==> config.mk <==
export PLATFORM = sky130hd
export DESIGN_NAME = strict_priority_event_stacks
export DESIGN_NICKNAME = d
export VERILOG_FILES = /design/src/design/spes_pkg.sv /design/src/design/strict_priority_event_stacks.sv
export SDC_FILE = /design/constraint.sdc
export NUM_CORES = 2
export LEC_CHECK = 0
export CAP_MARGIN = 20
export CELL_PAD_IN_SITES_DETAIL_PLACEMENT = 0
export CELL_PAD_IN_SITES_GLOBAL_PLACEMENT = 2
export CORE_MARGIN = 2
export CORE_UTILIZATION = 36
export DETAILED_ROUTE_END_ITERATION = 6
export DONT_BUFFER_PORTS = 1
export HOLD_SLACK_MARGIN = 0.1
export PLACE_DENSITY_LB_ADDON = 0.1
export SYNTH_ARGS = -nofsm -noshare
export SYNTH_HDL_FRONTEND = slang
export SYNTH_SLANG_ARGS = --single-unit
==> constraint.sdc <==
create_clock -name clk -period 5.3 [get_ports clk]
set_input_delay 0.53 -clock clk [delete_from_list [all_inputs] [get_ports clk]]
set_output_delay 0.53 -clock clk [all_outputs]
set_load 0.01 [all_outputs]
==> src/design/spes_pkg.sv <==
// Shared types and constants for the strict-priority event stacks.
// Used by strict_priority_event_stacks; depends on nothing else.
package spes_pkg;

    // Default geometry
    localparam int NUM_LEVELS_DEF  = 4;
    localparam int LEVEL_DEPTH_DEF = 16;

    // Field widths fixed by the beat layout
    localparam int PRIO_W       = 3;
    localparam int HANDLE_W     = 32;
    localparam int IN_TDATA_W   = 40;  // prio + handle = 35 bits, padded to bytes
    localparam int IN_TUSER_W   = 1;
    localparam int OUT_TDATA_W  = 40;  // handle + prio = 35 bits, padded to bytes
    localparam int OUT_TUSER_W  = 2;

    // Command codes
    localparam logic CMD_PUSH = 1'b0;
    localparam logic CMD_POP  = 1'b1;

    // Result status codes
    typedef enum logic [1:0] {
        ST_OK           = 2'd0,
        ST_EMPTY        = 2'd1,
        ST_BAD_PRIORITY = 2'd2,
        ST_FULL         = 2'd3
    } status_t;

endpackage

==> src/design/strict_priority_event_stacks.sv <==
// Strict-priority event stacks: one LIFO of event handles per priority level.
// An accepted input beat goes through the input and result register stages to m_.
// Throughput: one beat per cycle; the only stall is backpressure on the m_ side.
// The level fill counters and the single-port-write handle memory set the pace.
// Reset (rst_n low, asynchronous) empties every level; the handle memory is not
// cleared, since only entries below a level's fill count are ever read.
module strict_priority_event_stacks #(
    parameter int NUM_LEVELS  = spes_pkg::NUM_LEVELS_DEF,
    parameter int LEVEL_DEPTH = spes_pkg::LEVEL_DEPTH_DEF
) (
    input  logic                             clk,
    input  logic                             rst_n,
    // command beats
    input  logic                             s_tvalid,
    output logic                             s_tready,
    input  logic [spes_pkg::IN_TDATA_W-1:0]  s_tdata,   // [2:0] priority_req, [34:3] event_handle
    input  logic [spes_pkg::IN_TUSER_W-1:0]  s_tuser,   // [0] cmd
    // result beats
    output logic                             m_tvalid,
    input  logic                             m_tready,
    output logic [spes_pkg::OUT_TDATA_W-1:0] m_tdata,   // [31:0] popped_handle, [34:32] popped_priority
    output logic [spes_pkg::OUT_TUSER_W-1:0] m_tuser    // [1:0] status
);

    localparam int TOTAL   = NUM_LEVELS * LEVEL_DEPTH;
    localparam int ADDR_W  = (TOTAL > 1) ? $clog2(TOTAL) : 1;
    localparam int LVL_W   = (NUM_LEVELS > 1) ? $clog2(NUM_LEVELS) : 1;
    localparam int FILL_W  = $clog2(LEVEL_DEPTH + 1);
    localparam int PRIO_W  = spes_pkg::PRIO_W;
    localparam int HANDLE_W = spes_pkg::HANDLE_W;
    localparam int PAD_W   = spes_pkg::OUT_TDATA_W - HANDLE_W - PRIO_W;

    // ------------------------------------------------------------------
    // Input register stage
    // ------------------------------------------------------------------
    logic                s1_valid_reg;
    logic                s1_cmd_reg;
    logic [PRIO_W-1:0]   s1_prio_reg;
    logic [HANDLE_W-1:0] s1_handle_reg;

    // Result register stage
    logic                out_valid_reg;
    spes_pkg::status_t   out_status_reg;
    logic [PRIO_W-1:0]   out_prio_reg;
    logic                out_pop_ok_reg;
    logic [HANDLE_W-1:0] rd_data_reg;

    // Per-level fill counts
    logic [FILL_W-1:0]   fill_reg [NUM_LEVELS];

    // Handle memory, laid out level by level
    logic [HANDLE_W-1:0] store_mem [TOTAL];

    logic                out_free;
    logic                advance;

    // Result stage can take a beat when empty or being drained this cycle.
    assign out_free = !out_valid_reg || m_tready;
    assign advance  = s1_valid_reg && out_free;
    assign s_tready = !s1_valid_reg || out_free;

    always_ff @(posedge clk or negedge rst_n)
    begin
        if (!rst_n)
        begin
            s1_valid_reg <= 1'b0;
        end
        else if (s_tready)
        begin
            s1_valid_reg <= s_tvalid;
        end
    end

    // Payload: load on every accepted beat, no reset needed.
    always_ff @(posedge clk)
    begin
        if (s_tvalid && s_tready)
        begin
            s1_cmd_reg    <= s_tuser[0];
            s1_prio_reg   <= s_tdata[PRIO_W-1:0];
            s1_handle_reg <= s_tdata[PRIO_W +: HANDLE_W];
        end
    end

    // ------------------------------------------------------------------
    // Decision logic on the registered command
    // ------------------------------------------------------------------
    logic                prio_ok;
    logic [LVL_W-1:0]    push_lvl;
    logic [FILL_W-1:0]   push_fill;
    logic                push_full;
    logic                pop_found;
    logic [LVL_W-1:0]    pop_lvl;
    logic [FILL_W-1:0]   pop_fill;
    logic                is_pop;
    logic                push_do;
    logic                pop_do;
    logic [ADDR_W-1:0]   wr_addr;
    logic [ADDR_W-1:0]   rd_addr;
    spes_pkg::status_t   status_next;
    logic [PRIO_W-1:0]   prio_next;

    assign is_pop  = (s1_cmd_reg == spes_pkg::CMD_POP);
    assign prio_ok = ({1'b0, s1_prio_reg} < (PRIO_W + 1)'(NUM_LEVELS));
    // Steer an out-of-range priority to level zero; the push is refused anyway.
    assign push_lvl  = prio_ok ? s1_prio_reg[LVL_W-1:0] : '0;
    assign push_fill = fill_reg[push_lvl];
    assign push_full = (push_fill == FILL_W'(LEVEL_DEPTH));

    // Priority pick: the highest non-empty level wins.
    always_comb
    begin
        pop_found = 1'b0;
        pop_lvl   = '0;
        for (int l = 0; l < NUM_LEVELS; l++)
        begin
            if (fill_reg[l] != '0)
            begin
                pop_found = 1'b1;
                pop_lvl   = LVL_W'(l);
            end
        end
    end

    assign pop_fill = fill_reg[pop_lvl];

    assign push_do = advance && !is_pop && prio_ok && !push_full;
    assign pop_do  = advance && is_pop && pop_found;

    assign wr_addr = ADDR_W'(push_lvl) * ADDR_W'(LEVEL_DEPTH) + ADDR_W'(push_fill);
    assign rd_addr = ADDR_W'(pop_lvl) * ADDR_W'(LEVEL_DEPTH) + ADDR_W'(pop_fill - FILL_W'(1));

    always_comb
    begin
        status_next = spes_pkg::ST_OK;
        prio_next   = '0;
        if (is_pop)
        begin
            if (pop_found)
            begin
                prio_next = PRIO_W'(pop_lvl);
            end
            else
            begin
                status_next = spes_pkg::ST_EMPTY;
            end
        end
        else if (!prio_ok)
        begin
            status_next = spes_pkg::ST_BAD_PRIORITY;
        end
        else if (push_full)
        begin
            status_next = spes_pkg::ST_FULL;
        end
    end

    // Advance the fill counts: push grows one level, pop shrinks one.
    always_ff @(posedge clk or negedge rst_n)
    begin
        if (!rst_n)
        begin
            for (int l = 0; l < NUM_LEVELS; l++)
            begin
                fill_reg[l] <= '0;
            end
        end
        else
        begin
            if (push_do)
            begin
                fill_reg[push_lvl] <= push_fill + FILL_W'(1);
            end
            if (pop_do)
            begin
                fill_reg[pop_lvl] <= pop_fill - FILL_W'(1);
            end
        end
    end

    // Handle memory: one write port, one registered read port.
    always_ff @(posedge clk)
    begin
        if (push_do)
        begin
            store_mem[wr_addr] <= s1_handle_reg;
        end
        if (pop_do)
        begin
            rd_data_reg <= store_mem[rd_addr];
        end
    end

    // ------------------------------------------------------------------
    // Result register
    // ------------------------------------------------------------------
    always_ff @(posedge clk or negedge rst_n)
    begin
        if (!rst_n)
        begin
            out_valid_reg <= 1'b0;
        end
        else if (out_free)
        begin
            out_valid_reg <= s1_valid_reg;
        end
    end

    always_ff @(posedge clk)
    begin
        if (advance)
        begin
            out_status_reg <= status_next;
            out_prio_reg   <= prio_next;
            out_pop_ok_reg <= is_pop && pop_found;
        end
    end

    // Hold the handle at zero unless the beat is a successful pop.
    assign m_tvalid = out_valid_reg;
    assign m_tuser  = out_status_reg;
    assign m_tdata  = {{PAD_W{1'b0}}, out_prio_reg,
                       (out_pop_ok_reg ? rd_data_reg : {HANDLE_W{1'b0}})};

    // ------------------------------------------------------------------
    // Assertions
    // ------------------------------------------------------------------
    // Refused or empty results carry no handle and no level.
    assert property (@(posedge clk) disable iff (!rst_n)
        (m_tvalid && (m_tuser != spes_pkg::ST_OK)) |-> (m_tdata[HANDLE_W+PRIO_W-1:0] == '0))
    else $error("non-ok result carries payload");

    // An empty result stage never blocks the input side.
    assert property (@(posedge clk) disable iff (!rst_n)
        !m_tvalid |-> s_tready)
    else $error("input stalled with empty result stage");

    // A reported level is always a real level.
    assert property (@(posedge clk) disable iff (!rst_n)
        m_tvalid |-> ({1'b0, m_tdata[HANDLE_W +: PRIO_W]} < (PRIO_W + 1)'(NUM_LEVELS)))
    else $error("popped level out of range");

    // A push never lands on a full level.
    assert property (@(posedge clk) disable iff (!rst_n)
        push_do |=> (fill_reg[$past(push_lvl)] <= FILL_W'(LEVEL_DEPTH)))
    else $error("level fill overflow");

endmodule
==> flow_summary.ini <==
[floorplan]
io_pins = 89
initial_core_util = 0.362
die_area_sq_um = 232000
row_count = 175
die_h_microns = 482
core_area_sq_um = 227000
die_w_microns = 482

[clocking]
h-tree-depth = 4
cts_sinks = 2143
path_clk_slew_ns = 0.06
clk_latency_ns = 0.86
cts_tree = yes
cts_root_buf = clkbuf_16
cts_buffer_depth = 3
cts_made_buffers = 226
post_cts_buffers = 0

[synthesis]
syn_inst = 3589
synth_area_sq_um = 82300
muxShareOfSynthArea = 0.171
ys_seq_elements = 2143
synth-adder-area-share = 0.00106
synth_xor_xnor_area_share = 0.00106
synthFlopType = edfxtp_1
synth-edff-count = 2121
ys_types = 60
syn_area_per_cell_sq_um = 22.9
yosysWarnings = 0
synth_compound_area_frac = 0.0146
synth_seq_area_share = 0.780
synth_top_family_by_area = multiplexers
yosys.area_share.simple = 0.0204
async_flop_share = 0.0103

[global_routing]
grt_usage = 0.199
grt_pass1_wl_microns = 321000
antenna_found_initial = 6
grt.busiest_layer = met2
grt_max_degree = 75
grt_overflow = 0
grt_pass1_vias = 41114
grt_use_met3 = 0.0276
grt_use_met2 = 0.344
use_met1 = 0.265

[route]
vias = 38580
drc = 0
wl_per_cell_microns = 32.4
first_iter_violations = 3477
ant_nets = 0
firstDrtPassIters = 5
vias_per_cell = 5.44
routed_wl_microns = 230000

[worst_setup_path]
ff2ff_setup_slack_ns = 0.41
critical-path-top-delay-family = simple AND/OR/NAND/NOR gates
cp-end-kind = flip-flop
critPathKind = flip-flop to flip-flop
crit_chain = nor4_1 -> and4b_1 -> a221o_1 -> inv_1 -> xnor2_1 -> ha_4 -> o41ai_2 -> or2_2 -> buf_12 -> mux2i_1 -> o21ai_0
rr_endpoint = rd_data_reg[14]$_DFFE_PP_
required_ns = 5.89
max_stage_delay_ns = 0.65
cp.arrival_ns = 5.47
r2r_cells = 11
crit_path_max_fanout = 19
slowest_stage = or2_2
start_kind = flip-flop
crit_buf_inv = 2
reg2reg_from = fill_reg[4]$_DFF_PN0_

[sta]
rsz0062_at_grt = false
post-route-min-period_ns = 4.89
clock_skew_ns = 0.0281
finalSetupTns_ns = 0
hold_violations = 0
maxSlewHeadroom = 0.334
finalSetupViolations = 0
period_share = 0.922
slew_violations = 0
worst_pin_slew_ns = 1.00
fmax_mhz = 205

[pwr]
peakVddDrop_mv = 0.694
p_comb_frac = 0.430
p_clk_frac = 0.250
switching_share = 0.357
p_sw_mw = 21.9
leakage_nw = 30.0
power.internal_mw = 39.4
p_per_area_nw_per_um2 = 638
seqPwrFrac = 0.320

[place]
port_buffers = 0
dp.cells = 6632
dp_hpwl_microns = 125000
gp_congestion = 0.795

[layout]
layout_common_cells = 2121 x edfxtp_1, 572 x mux4_2, 228 x clkbuf_16
area_delta_synth_final_pct = 16.6
drive_gt1_frac = 0.295
final_common_cell = edfxtp_1
final_cells = 7093
fin_nets = 3945
largest_reg_flops = 2048

[hold_path]
hold_class = input pin to asynchronous set/reset pin

[run]
maxCapViolations = 0

[outcome]
status = finished clean
power groups by stage:
stage / registers [mW] / logic [mW] / clock network [mW]
floorplan: 19.9 / 15.6 / 0
global placement: 20.0 / 26.7 / 0
detailed placement: 20.0 / 26.8 / 0
CTS: 19.6 / 26.9 / 15.7
global route: 19.6 / 28.0 / 16.3
finish: 19.6 / 26.3 / 15.3
metrics by stage:
| stage | area [sq um] | hold WS [ns] | util | power (mW) | setup slack [ns] |
|---|---|---|---|---|---|
| detailed placement | 88400 | 0.236 | 0.389 | 46.8 | 0.441 |
| CTS | 96000 | 0.124 | 0.422 | 62.2 | 0.424 |
| global route | 96000 | 0.178 | 0.422 | 64.0 | 0.145 |
| floorplan | 82300 | 0.234 | - | 35.5 | 0.763 |
| finish | 96000 | 0.196 | 0.422 | 61.2 | 0.414 |
| global placement | 88400 | 0.236 | 0.389 | 46.7 | 0.590 |
cells in the mapped netlist (4+ instances only):
cell      count  area share
a21oi_1      17      0.0010
a22oi_1       9     0.00082
a31oi_1       4     0.00030
a32oi_1      62      0.0066
and2_1       38      0.0029
buf_2        62      0.0038
buf_4        20      0.0018
buf_6         5     0.00068
clkbuf_1    103      0.0047
dfrtp_1      22      0.0067
edfxtp_1   2121        0.77
ha_1          7      0.0011
inv_1        10     0.00046
mux2_2        9      0.0012
mux2i_1     108       0.013
mux4_2      572        0.16
nand2_1     170      0.0078
nand2b_1      8     0.00061
nand3_1      36      0.0022
nor2_1       98      0.0045
nor2b_1       4     0.00030
nor3_1        7     0.00043
o211ai_1      5     0.00046
o21ai_0      21      0.0013
o21ai_1       8     0.00049
xnor2_1       8     0.00085
layout make-up:
| cell class | count | area (sq um) |
|---|---|---|
| Fill cell | 19487 | 131000 |
| Sequential cell | 2143 | 64200 |
| Multi-Input combinational cell | 1250 | 17700 |
| Clock buffer | 272 | 5870 |
| Tap cell | 3009 | 3760 |
| Timing Repair Buffer | 262 | 3140 |
| Clock inverter | 141 | 1240 |
| Inverter | 10 | 37.5 |
| Antenna cell | 6 | 15.0 |
tightest hold or removal path, cell delays in order:
cell	delay [ns]
dlygate4sd3_1	0.58
buf_12	0.12
buf_12	0.17
routing by layer:
layer,routed length (microns),vias up,part of all wire
li1,-,15856,-
met1,97700,21447,0.43
met2,118000,982,0.51
met3,9770,295,0.042
met4,4550,0,0.020
met5,0,-,0
worst max-delay path by stage:
stage | depth (start not counted) | to | from
after floorplan | 14 | rd_data_reg[11]$_DFFE_PP_ | fill_reg[4]$_DFF_PN0_
after global placement | 11 | rd_data_reg[14]$_DFFE_PP_ | fill_reg[4]$_DFF_PN0_
after detailed placement | 11 | rd_data_reg[14]$_DFFE_PP_ | fill_reg[4]$_DFF_PN0_
after CTS | 11 | rd_data_reg[14]$_DFFE_PP_ | fill_reg[4]$_DFF_PN0_
after global routing | 11 | rd_data_reg[14]$_DFFE_PP_ | fill_reg[4]$_DFF_PN0_
final | 11 | rd_data_reg[14]$_DFFE_PP_ | fill_reg[4]$_DFF_PN0_
kinds of logic after synthesis:
group | count (synthesis)
fa+ha+maj | 7
flops | 2143
xor+xnor | 10
other cells | 1
simple gates | 379
buf+inv | 201
compound gates | 159
mux | 689
timing repair:
item | 4_1_cts | 5_1_grt
hold buffers | 42 | 0
endpoints found under the hold margin | 60 | 0
gates resized for setup | 0 | 0
Note: power is estimated with default switching activity, not from simulation.
